$ cat config.mk
export PLATFORM = sky130hd
export DESIGN_NAME = sequential_random_sampler
export DESIGN_NICKNAME = d
export VERILOG_FILES = /design/src/hw/rtl/srs_pkg.sv /design/src/hw/rtl/srs_smul.sv /design/src/hw/rtl/sequential_random_sampler.sv
export SDC_FILE = /design/constraint.sdc
export NUM_CORES = 2
export LEC_CHECK = 0
export BUFFER_PORTS_ARGS = -buffer_cell sky130_fd_sc_hd__buf_2
export CORE_MARGIN = 3
export CORE_UTILIZATION = 48
export CTS_CLUSTER_SIZE = 25
export DETAILED_ROUTE_END_ITERATION = 7
export SYNTH_ARGS = -nofsm -noshare
export SYNTH_HDL_FRONTEND = slang
export SYNTH_SLANG_ARGS = --single-unit
$ cat constraint.sdc
create_clock -name clk -period 7.3 [get_ports clk]
set_input_delay 0.73 -clock clk [delete_from_list [all_inputs] [get_ports clk]]
set_output_delay 0.73 -clock clk [all_outputs]
set_load 0.02 [all_outputs]
$ cat src/hw/rtl/srs_pkg.sv
// Shared constants, codes and types for the sequential random sampler.
package srs_pkg;

  localparam int COUNT_BITS  = 20;
  localparam int MAX_CLASSES = 16;
  localparam int MAX_BLOCK   = 64;
  localparam int CLASS_BITS  = 4;
  localparam int BLOCK_BITS  = 7;
  localparam int GEN_BITS    = 48;
  localparam int MUL_BITS    = 35;
  localparam int PROD_BITS   = GEN_BITS + MUL_BITS;
  localparam int STEP_BITS   = 6;

  localparam logic [MUL_BITS-1:0]   GEN_MUL    = 35'h5DEECE66D;
  localparam logic [GEN_BITS-1:0]   GEN_ADD    = 48'hB;
  localparam logic [15:0]           GEN_LOW    = 16'h330E;
  localparam logic [31:0]           SEED_RESET = 32'd2741;
  localparam logic [COUNT_BITS-1:0] COUNT_MAX  = {COUNT_BITS{1'b1}};

  localparam logic [1:0] FUNC_RESTART = 2'd0;
  localparam logic [1:0] FUNC_TALLY   = 2'd1;
  localparam logic [1:0] FUNC_DRAW    = 2'd2;

  localparam logic [2:0] REG_SEED     = 3'd0;
  localparam logic [2:0] REG_TOTAL    = 3'd1;
  localparam logic [2:0] REG_CHOOSE   = 3'd2;
  localparam logic [2:0] REG_BLOCK    = 3'd3;
  localparam logic [2:0] REG_BALANCED = 3'd4;

  typedef enum logic [1:0] {
    ST_IDLE,
    ST_GEN,
    ST_CMP,
    ST_EMIT
  } state_t;

  typedef struct packed {
    logic start;
  } mul_ctl_t;

  typedef struct packed {
    logic busy;
    logic done;
  } mul_sts_t;

endpackage

$ cat src/hw/rtl/srs_smul.sv
// Bit-serial shift-add multiplier, one multiplier bit per cycle.
module srs_smul (
  input  logic                            clk,
  input  logic                            rst,
  input  srs_pkg::mul_ctl_t               ctl,
  input  logic [srs_pkg::GEN_BITS-1:0]    a,
  input  logic [srs_pkg::MUL_BITS-1:0]    b,
  output srs_pkg::mul_sts_t               sts,
  output logic [srs_pkg::PROD_BITS-1:0]   prod
);

  logic [srs_pkg::GEN_BITS-1:0]  a_r;
  logic [srs_pkg::PROD_BITS-1:0] p;
  logic [srs_pkg::STEP_BITS-1:0] cnt;
  logic                          busy;
  logic                          done;
  logic [srs_pkg::GEN_BITS:0]    sum;

  // add the multiplicand into the upper half when the low bit is set, then shift right
  assign sum = {1'b0, p[srs_pkg::PROD_BITS-1:srs_pkg::MUL_BITS]} +
               (p[0] ? {1'b0, a_r} : {(srs_pkg::GEN_BITS+1){1'b0}});

  always_ff @(posedge clk) begin
    if (rst) begin
      busy <= 1'b0;
      done <= 1'b0;
      cnt  <= '0;
    end else begin
      done <= 1'b0;
      if (ctl.start) begin
        a_r  <= a;
        p    <= {{srs_pkg::GEN_BITS{1'b0}}, b};
        busy <= 1'b1;
        cnt  <= '0;
      end else if (busy) begin
        p   <= {sum, p[srs_pkg::MUL_BITS-1:1]};
        cnt <= cnt + 1'b1;
        if (cnt == srs_pkg::STEP_BITS'(srs_pkg::MUL_BITS - 1)) begin
          busy <= 1'b0;
          done <= 1'b1;
        end
      end
    end
  end

  assign sts.busy = busy;
  assign sts.done = done;
  assign prod     = p;

endmodule

$ cat src/hw/rtl/sequential_random_sampler.sv
// Top level: selection sampler with a 48-bit congruential generator and APB registers.
// Restart and tally complete on acceptance; a draw runs a generator multiply and then a
// compare multiply on the one bit-serial multiplier (each a load plus one shift-add step per
// multiplier bit), then shows one copy per cycle while out_stall is low. The next
// transaction is taken in the cycle after the last copy leaves. Synchronous active-high
// rst restores register defaults, the generator seed value and zero counters.
module sequential_random_sampler (
  input  logic                            clk,
  input  logic                            rst,
  input  logic                            in_valid,
  output logic                            in_stall,
  input  logic [1:0]                      func,
  input  logic [srs_pkg::CLASS_BITS-1:0]  class_index,
  output logic                            out_valid,
  input  logic                            out_stall,
  output logic                            indicator,
  output logic                            last_copy,
  input  logic                            psel,
  input  logic                            penable,
  input  logic                            pwrite,
  input  logic [4:0]                      paddr,
  input  logic [31:0]                     pwdata,
  output logic [31:0]                     prdata,
  output logic                            pready
);

  localparam int CB = srs_pkg::COUNT_BITS;

  srs_pkg::state_t state, state_next;

  logic [31:0]                    seed_value;
  logic [CB-1:0]                  total_items;
  logic [CB-1:0]                  choose_count;
  logic [srs_pkg::BLOCK_BITS-1:0] block_size;
  logic                           balanced_mode;

  logic [srs_pkg::GEN_BITS-1:0]   gen;
  logic [CB-1:0]                  items_remaining;
  logic [CB-1:0]                  ones_wanted;
  logic [CB-1:0]                  class_remaining [srs_pkg::MAX_CLASSES];
  logic [CB-1:0]                  class_wanted    [srs_pkg::MAX_CLASSES];

  logic [CB-1:0]                  rem_w;
  logic [CB-1:0]                  want_w;
  logic [srs_pkg::CLASS_BITS-1:0] cls_r;
  logic                           bal_r;
  logic                           sel_r;
  logic [srs_pkg::BLOCK_BITS-1:0] copies_left;

  srs_pkg::mul_ctl_t              mul_ctl;
  srs_pkg::mul_sts_t              mul_sts;
  logic [srs_pkg::GEN_BITS-1:0]   mul_a;
  logic [srs_pkg::MUL_BITS-1:0]   mul_b;
  logic [srs_pkg::PROD_BITS-1:0]  prod;

  logic                           in_acc;
  logic                           out_acc;
  logic                           cfg_wr;
  logic [2:0]                     cfg_idx;
  logic                           cls_ok;
  logic [srs_pkg::GEN_BITS-1:0]   gen_new;
  logic                           sel;
  logic [CB-1:0]                  rem_dec;
  logic [CB-1:0]                  want_dec;
  logic [srs_pkg::BLOCK_BITS-1:0] copies;

  srs_smul u_smul (
    .clk  (clk),
    .rst  (rst),
    .ctl  (mul_ctl),
    .a    (mul_a),
    .b    (mul_b),
    .sts  (mul_sts),
    .prod (prod)
  );

  assign in_acc  = in_valid && !in_stall;
  assign out_acc = out_valid && !out_stall;
  assign cfg_wr  = psel && penable && pwrite;
  assign cfg_idx = paddr[4:2];
  assign cls_ok  = 32'(class_index) < srs_pkg::MAX_CLASSES;
  assign gen_new = prod[srs_pkg::GEN_BITS-1:0] + srs_pkg::GEN_ADD;
  // x * rem < want * 2^48 holds exactly when the product's bits above 48 are below want
  assign sel     = (rem_w == '0) ||
                   (prod[srs_pkg::GEN_BITS+CB-1:srs_pkg::GEN_BITS] < want_w);
  assign rem_dec  = (rem_w != '0) ? rem_w - 1'b1 : rem_w;
  assign want_dec = (sel && want_w != '0) ? want_w - 1'b1 : want_w;

  always_comb begin
    priority if (block_size == '0)
      copies = srs_pkg::BLOCK_BITS'(1);
    else if (32'(block_size) > srs_pkg::MAX_BLOCK)
      copies = srs_pkg::BLOCK_BITS'(srs_pkg::MAX_BLOCK);
    else
      copies = block_size;
  end

  // next state
  always_comb begin
    state_next = state;
    unique case (state)
      srs_pkg::ST_IDLE:
        if (in_acc && func == srs_pkg::FUNC_DRAW && (!balanced_mode || cls_ok))
          state_next = srs_pkg::ST_GEN;
      srs_pkg::ST_GEN:
        if (mul_sts.done) state_next = srs_pkg::ST_CMP;
      srs_pkg::ST_CMP:
        if (mul_sts.done) state_next = srs_pkg::ST_EMIT;
      srs_pkg::ST_EMIT:
        if (out_acc && copies_left == srs_pkg::BLOCK_BITS'(1)) state_next = srs_pkg::ST_IDLE;
      default: state_next = srs_pkg::ST_IDLE;
    endcase
  end

  // outputs and multiplier control
  always_comb begin
    in_stall      = 1'b1;
    out_valid     = 1'b0;
    mul_ctl.start = 1'b0;
    mul_a         = gen;
    mul_b         = srs_pkg::GEN_MUL;
    unique case (state)
      srs_pkg::ST_IDLE: begin
        in_stall      = 1'b0;
        mul_ctl.start = in_valid && func == srs_pkg::FUNC_DRAW && (!balanced_mode || cls_ok);
      end
      srs_pkg::ST_GEN: begin
        // feed the stepped generator straight into the compare multiply
        mul_ctl.start = mul_sts.done;
        mul_a         = gen_new;
        mul_b         = srs_pkg::MUL_BITS'(rem_w);
      end
      srs_pkg::ST_CMP: begin
      end
      srs_pkg::ST_EMIT: begin
        out_valid = 1'b1;
      end
      default: begin
      end
    endcase
  end

  assign indicator = sel_r;
  assign last_copy = (copies_left == srs_pkg::BLOCK_BITS'(1));
  assign pready    = 1'b1;

  always_comb begin
    unique case (cfg_idx)
      srs_pkg::REG_SEED:     prdata = seed_value;
      srs_pkg::REG_TOTAL:    prdata = 32'(total_items);
      srs_pkg::REG_CHOOSE:   prdata = 32'(choose_count);
      srs_pkg::REG_BLOCK:    prdata = 32'(block_size);
      srs_pkg::REG_BALANCED: prdata = 32'(balanced_mode);
      default:               prdata = '0;
    endcase
  end

  always_ff @(posedge clk) begin
    if (rst) begin
      state           <= srs_pkg::ST_IDLE;
      seed_value      <= srs_pkg::SEED_RESET;
      total_items     <= CB'(1);
      choose_count    <= '0;
      block_size      <= srs_pkg::BLOCK_BITS'(1);
      balanced_mode   <= 1'b0;
      gen             <= {srs_pkg::SEED_RESET, srs_pkg::GEN_LOW};
      items_remaining <= '0;
      ones_wanted     <= '0;
      copies_left     <= '0;
      for (int i = 0; i < srs_pkg::MAX_CLASSES; i++) begin
        class_remaining[i] <= '0;
        class_wanted[i]    <= '0;
      end
    end else begin
      state <= state_next;

      if (cfg_wr) begin
        unique case (cfg_idx)
          srs_pkg::REG_SEED:     seed_value    <= pwdata;
          srs_pkg::REG_TOTAL:    total_items   <= pwdata[CB-1:0];
          srs_pkg::REG_CHOOSE:   choose_count  <= pwdata[CB-1:0];
          srs_pkg::REG_BLOCK:    block_size    <= pwdata[srs_pkg::BLOCK_BITS-1:0];
          srs_pkg::REG_BALANCED: balanced_mode <= pwdata[0];
          default: begin
          end
        endcase
      end

      if (state == srs_pkg::ST_IDLE && in_acc) begin
        unique case (func)
          srs_pkg::FUNC_RESTART: begin
            gen             <= {seed_value, srs_pkg::GEN_LOW};
            items_remaining <= total_items;
            ones_wanted     <= choose_count;
            for (int i = 0; i < srs_pkg::MAX_CLASSES; i++) begin
              class_remaining[i] <= '0;
              class_wanted[i]    <= choose_count;
            end
          end
          srs_pkg::FUNC_TALLY: begin
            if (cls_ok && class_remaining[class_index] != srs_pkg::COUNT_MAX)
              class_remaining[class_index] <= class_remaining[class_index] + 1'b1;
          end
          srs_pkg::FUNC_DRAW: begin
            cls_r <= class_index;
            bal_r <= balanced_mode;
            if (balanced_mode) begin
              rem_w       <= class_remaining[class_index];
              want_w      <= class_wanted[class_index];
              copies_left <= srs_pkg::BLOCK_BITS'(1);
            end else begin
              rem_w       <= items_remaining;
              want_w      <= ones_wanted;
              copies_left <= copies;
            end
          end
          default: begin
          end
        endcase
      end

      if (state == srs_pkg::ST_GEN && mul_sts.done) gen <= gen_new;

      if (state == srs_pkg::ST_CMP && mul_sts.done) begin
        sel_r <= sel;
        if (bal_r) begin
          class_remaining[cls_r] <= rem_dec;
          class_wanted[cls_r]    <= want_dec;
        end else begin
          items_remaining <= rem_dec;
          ones_wanted     <= want_dec;
        end
      end

      // advance through the copies of this run
      if (state == srs_pkg::ST_EMIT && out_acc) copies_left <= copies_left - 1'b1;
    end
  end

  a_run_ends: assert property (@(posedge clk) disable iff (rst)
    out_acc && last_copy |=> !out_valid)
    else $error("result run did not end after its last copy");

  a_mul_owned: assert property (@(posedge clk) disable iff (rst)
    mul_sts.done |-> (state == srs_pkg::ST_GEN || state == srs_pkg::ST_CMP))
    else $error("multiplier finished outside a draw");

  a_no_overlap: assert property (@(posedge clk) disable iff (rst)
    in_acc |-> !out_valid && !mul_sts.busy)
    else $error("transaction accepted while a draw is in progress");

  a_copies_live: assert property (@(posedge clk) disable iff (rst)
    out_valid |-> copies_left != '0)
    else $error("result shown with no copies left");

endmodule

# Word level (Yosys, flattened, before mapping)
# Memories as Yosys holds them, arrays and structs flattened.
# Index checks and enable logic that the tools add are counted.
# Widths: inputs -> output; s select.
word_totals:
  reg_bits: 362
  ramBits: 640
  input_bits: 50
  output_inout_bits: 37
  wordCells: 220
  memories: 2
memory_table:
  columns: ["name", "depth", "word_bits", "rd", "rd_clocked_by_memory_dff", "wr", "line", "source"]
  rows:
  - ["class_remaining", 16, 20, 1, 0, 16, "sequential_random_sampler.sv:40", "logic [CB-1:0] class_remaining [srs_pkg::MAX_CLASSES];"]
  - ["class_wanted", 16, 20, 1, 0, 16, "sequential_random_sampler.sv:41", "logic [CB-1:0] class_wanted [srs_pkg::MAX_CLASSES];"]
op_classes:
  addsub: 7
  order_cmp: 2
  eq_ne: 16
  mux: 95
  bitwise_logic: 34
  n_reduce_logical: 43
op_table:
  columns: ["cell", "n"]
  rows:
  - ["$mux 20", 47]
  - ["$mux 48", 5]
  - ["$pmux 32 s5", 1]
  - ["$mux 83", 1]
  - ["$mux 35", 2]
  - ["$reduce_or 20->1", 3]
  - ["$add 48x49->49", 1]
  - ["$add 48x4->48 const B", 1]
  - ["$mux 7", 6]
  - ["$reduce_bool 20->1", 2]
  - ["$sub 20x1->20 const B", 2]
  - ["$or 1x1->1", 32]
  - ["$mux 1", 24]
  - ["$add 20x1->20 const B", 1]
  - ["$logic_not 20->1", 1]
  - ["$lt 20x20->1", 1]
  - ["$ne 20x20->1 const B", 1]
  - ["$reduce_and 2->1", 10]
  - ["$logic_and 1x1->1", 12]
  - ["$mux 4", 3]
  - ["$reduce_bool 2->1", 5]
  - ["$mux 2", 4]
  - ["$pmux 2 s4", 1]
  - ["$eq 7x1->1 const B", 1]
  - ["other kinds (22)", 30]

# Logic depth before layout (Yosys ltp)
# An unclocked memory read counts as a cell.
logic_depth:
  word_depth: 10
  depth_mapped: 14

# Cells and area by module
# Synthesis repeated with hierarchy kept, for this count alone.
unflattened:
  cells_unflattened: 4544
  hier_area_um2: 50387.1
by_module_without_submodules:
  columns: ["mod", "n_inst", "cells_per_inst", "area_per_inst_um2"]
  rows:
  - ["sequential_random_sampler", 1, 3846, 42401.9]
  - ["srs_smul", 1, 698, 7985.2]

# Worst setup path before layout
# OpenSTA, ideal clock, no wires.
synth_path:
  path_type: "input-to-reg"
  startpoint: "in rst"
  endpoint: "reg u_smul.p (netlist bit u_smul.prod[0]), enable pin"
  setup_time_ps: 525
  t_arrival_ps: 5022
  required_ps: 6775
  slack_ps: 1753
  stages: 5
  n_path_buf: 4
  path_cell_list: "clkbuf_1 clkbuf_1 clkbuf_1 buf_1 nor2_1"
synth_between:
  elab_chain_len: 2
synth_lines:
  columns: ["element", "line", "source"]
  rows:
  - ["from (decl)", "sequential_random_sampler.sv:9", "input logic rst,"]
  - ["$not 1->1 (no line)", null, null]
  - ["$reduce_and 2->1 (no line)", null, null]
  - ["to (signal assigned)", "srs_smul.sv:32", "p <= {{srs_pkg::GEN_BITS{1'b0}}, b};"]
  - ["to (signal assigned)", "srs_smul.sv:36", "p <= {sum, p[srs_pkg::MUL_BITS-1:1]};"]
  - ["to (decl)", "srs_smul.sv:13", "logic [srs_pkg::PROD_BITS-1:0] p;"]
# No other way between the ends.
# A chain may end at the register's enable or synchronous reset.

==> reports/results.tsv <==
metric	value	unit
dpl.hpwl	91.8	mm
ys_async_sr_fraction	0	%
antenna_found_initial	7	
cts.htree.levels	3	
core_region_area	102000	um^2
floorplan.die_area	108000	um^2
floorplan.initialDensity	48.7	%
die_height	328	um
total_power	14.0	mW
synth.ff_latch_count	1002	
timing.clock.skew	0.0311	ns
grt_pass1_wl	215	mm
die_width	328	um
sequential_to_total_area_share_from_yosys_stat	56.7	%
min_period_over_period	69.7	%
crit_path_end_kind	flop	
layout_setup_ws	2.22	ns
worst_setup_path_endpoint	class_remaining[1][11]$_SDFFCE_PN0P_	
critical_path_required	7.46	ns
fin_tns_setup	0	ns
tritoncts_num_sinks	1002	
port-buffer-count	83	
synth.lib_cells_used.distinct	75	
worst-r2r-cell-count	10	
filler_cell_count	8739	
avgSynthCellArea	11.2	um^2
drt_iter0_markers	4066	
post_synth_edffs	817	
crit_type	in -> reg	
final_period_minus_worst_setup_slack	5.08	ns
first_global_vias	33133	
synthFlopType	sky130_fd_sc_hd__edfxtp_1	
synthToLayoutAreaGrowth	10.7	%
finalWirelength	144	mm
arrival	5.25	ns
finalSetupViolCount	0	
rows	117	
finalHoldViolCount	0	
detailedRoute.firstPassIterationCount	5	
grt_max_degree	123	
cts_tree	done	
final_net_count	4558	
hold_path_class	in -> reg	
antenna_violating_nets_post_route	0	
critPathLaunch	class_index[3]	
slew-limit-headroom	5.22	%
cts_buffers	109	
postSynthCellCount	4463	
grt_overflow	0	
critical_path.reg2reg.endpoint	class_wanted[11][6]$_DFFE_PP_	
io-pin-count	87	
yosys_synthesis_warning_count	0	
cts-root-to-sink-buffers	3	
regToRegStartpoint	rem_w[4]$_DFFE_PP_	
track_usage	26.6	%
crit_path_max_fanout	27	
drc_violations	0	
rsz0062_at_grt	no	
antenna-diode-count	0	
worst-slew-pin-transition	1.41	ns
fin_hold_ws	0.280	ns
synth.cell_area	49800	um^2
setup.reg_to_reg.worst_slack	2.70	ns
final-max-slew-violation-count	0	
cts_root_buffer	sky130_fd_sc_hd__clkbuf_16	
route.vias.total	34982	
cts.reportedPaths.clkPinSlew	0.06	ns
clock_latency	0.71	ns
setup.worst_path.start_class	primary input	
fmaxAchievable	197	MHz
ir_worst_vdd	0.223	mV
post_cts_resized	0	
power_per_cell_area	253	nW/um^2
place_worst_setup_slack	1.69	ns
timing.max_cap.violations	0	
avgViaCountPerCell	5.94	
run_status	finished, final reports clean	
globalplace.congestion	0.904	
layout_cells_sized_above_1	14.8	%
hold-path-cell-count	3	
cts_post_setup_buffers_inserted	0	
power_leakage	19.7	nW
ctsHoldBuffers	0	
wl_per_cell	24.4	um
synth.net_count	4595	
==> cells by family after synthesis <==
kind of cell / Yosys count / synth area share [%]
AND/OR/NAND/NOR: 1699 / 14.7
flip-flops: 1002 / 56.7
AO/OA/AOI/OAI: 868 / 10.2
buffers and inverters: 392 / 3.22
multiplexers: 276 / 10.4
XOR/XNOR: 143 / 2.68
adder cells (fa/ha/maj): 82 / 2.08
other: 1 / 0.00753
==> cells in the final DEF (no fill, tap or decap), types with 49 or more instances in the layout <==
cell,netlist,final
sky130_fd_sc_hd__mux4_2,187,187
sky130_fd_sc_hd__nor2_1,580,574
sky130_fd_sc_hd__edfxtp_1,817,817
sky130_fd_sc_hd__xnor2_1,72,72
sky130_fd_sc_hd__nand2_1,732,727
sky130_fd_sc_hd__clkbuf_16,0,110
sky130_fd_sc_hd__buf_4,15,106
sky130_fd_sc_hd__xor2_1,60,60
sky130_fd_sc_hd__ha_1,81,80
sky130_fd_sc_hd__buf_2,60,79
sky130_fd_sc_hd__a211oi_1,51,51
sky130_fd_sc_hd__dfxtp_1,185,184
sky130_fd_sc_hd__nand3_1,57,57
sky130_fd_sc_hd__o21ai_0,342,342
sky130_fd_sc_hd__and2_1,92,93
sky130_fd_sc_hd__inv_1,55,55
sky130_fd_sc_hd__a21o_1,59,59
sky130_fd_sc_hd__a21oi_1,236,231
sky130_fd_sc_hd__mux2_2,49,49
==> per-stage QoR <==
stage / utilization (%) / cells / instance area (um^2)
2_1_floorplan: - / 4463 / 49800
3_3_place_gp: 50.3 / 5683 / 51500
3_5_place_dp: 50.3 / 5683 / 51500
4_1_cts: 53.9 / 5889 / 55100
5_1_grt: 53.9 / 5889 / 55100
6_report: 53.9 / 5889 / 55100
==> power breakdown <==
part,switching [mW],total [mW],internal [mW],leakage [nW]
logic,1.14,1.68,0.545,8.09
clock network,2.35,5.59,3.24,1.76
registers,0.123,6.70,6.58,9.81
total,3.61,14.0,10.4,19.7
==> worst min-delay path by stage <==
stage / from / to
2_1_floorplan: balanced_mode$_SDFFE_PP0P_ / bal_r$_DFFE_PP_
3_3_place_gp: gen[4]$_SDFFE_PP0P_ / gen[4]$_SDFFE_PP0P_
3_5_place_dp: gen[4]$_SDFFE_PP0P_ / gen[4]$_SDFFE_PP0P_
4_1_cts: pwdata[22] / seed_value[22]$_SDFFE_PP0P_
5_1_grt: pwdata[21] / seed_value[21]$_SDFFE_PP0P_
6_report: pwdata[22] / seed_value[22]$_SDFFE_PP0P_
==> critical path, stage by stage <==
cell and delay [ns]:
sky130_fd_sc_hd__buf_2 0.18, sky130_fd_sc_hd__buf_4 0.34, sky130_fd_sc_hd__nor2_1 0.74, sky130_fd_sc_hd__a22oi_1 0.24, sky130_fd_sc_hd__nand2_1 0.27, sky130_fd_sc_hd__ha_1 0.25
sky130_fd_sc_hd__nand2_1 0.08, sky130_fd_sc_hd__nor3_1 0.50, sky130_fd_sc_hd__and4_1 0.51, sky130_fd_sc_hd__nor3b_2 0.16, sky130_fd_sc_hd__a21boi_2 0.14, sky130_fd_sc_hd__buf_4 0.32
sky130_fd_sc_hd__nand2_1 0.74
==> cell type report <==
type	count	area, um^2	share of cell area [%]
clock inverter	47	495	0.899
multi-input combinational	3069	20100	36.5
timing repair buffer	189	1250	2.27
sequential	1002	28200	51.2
inverter	55	206	0.375
clock buffer	159	3110	5.64
tap	1368	1710	3.11
==> Yosys cell counts (all sizes together) (4+ instances only) <==
master / n / area (um^2)
o21bai: 9 / 67.6
a21o: 59 / 443
nor3: 52 / 270
o22ai: 10 / 62.6
and3: 38 / 238
nor2b: 41 / 257
a311oi: 14 / 129
ha: 81 / 1010
a21oi: 239 / 1210
o21ai: 361 / 1810
dfxtp: 185 / 3700
a211o: 5 / 43.8
o211ai: 5 / 37.5
a31o: 10 / 87.6
mux4: 187 / 4210
a31oi: 27 / 169
or2: 8 / 50.1
buf: 103 / 518
and4: 8 / 70.1
nand3: 57 / 285
nor2: 580 / 2180
and2: 93 / 582
nor4: 12 / 111
a21boi: 16 / 120
nand2: 732 / 2750
nand2b: 15 / 101
xnor2: 83 / 810
mux2i: 40 / 400
a221o: 4 / 40.0
mux2: 49 / 552
or3: 4 / 25.0
a211oi: 53 / 423
o21a: 9 / 67.6
or4: 4 / 33.8
clkbuf: 234 / 880
inv: 55 / 206
nor4b: 4 / 35.0
xor2: 60 / 526
nand3b: 11 / 86.3
nand4: 36 / 225
edfxtp: 817 / 24500
a22oi: 35 / 263
==> metal layers <==
layer | vias up | routed length [um] | track usage, %
li1 | 16050 | - | -
met1 | 17264 | 62600 | 39.3
met2 | 1447 | 65900 | 41.5
met3 | 221 | 11100 | 3.16
met4 | 0 | 4200 | 7.98
met5 | - | 0 | 0
==> flip-flops by register name (all words and copies together) (netlist names), 32 cells and up <==
signal           count
class_remaining    320
class_wanted       320
gen                 48
seed_value          32
u_smul.a_r          48
u_smul.prod         83
(Power assumes the default switching activity.)
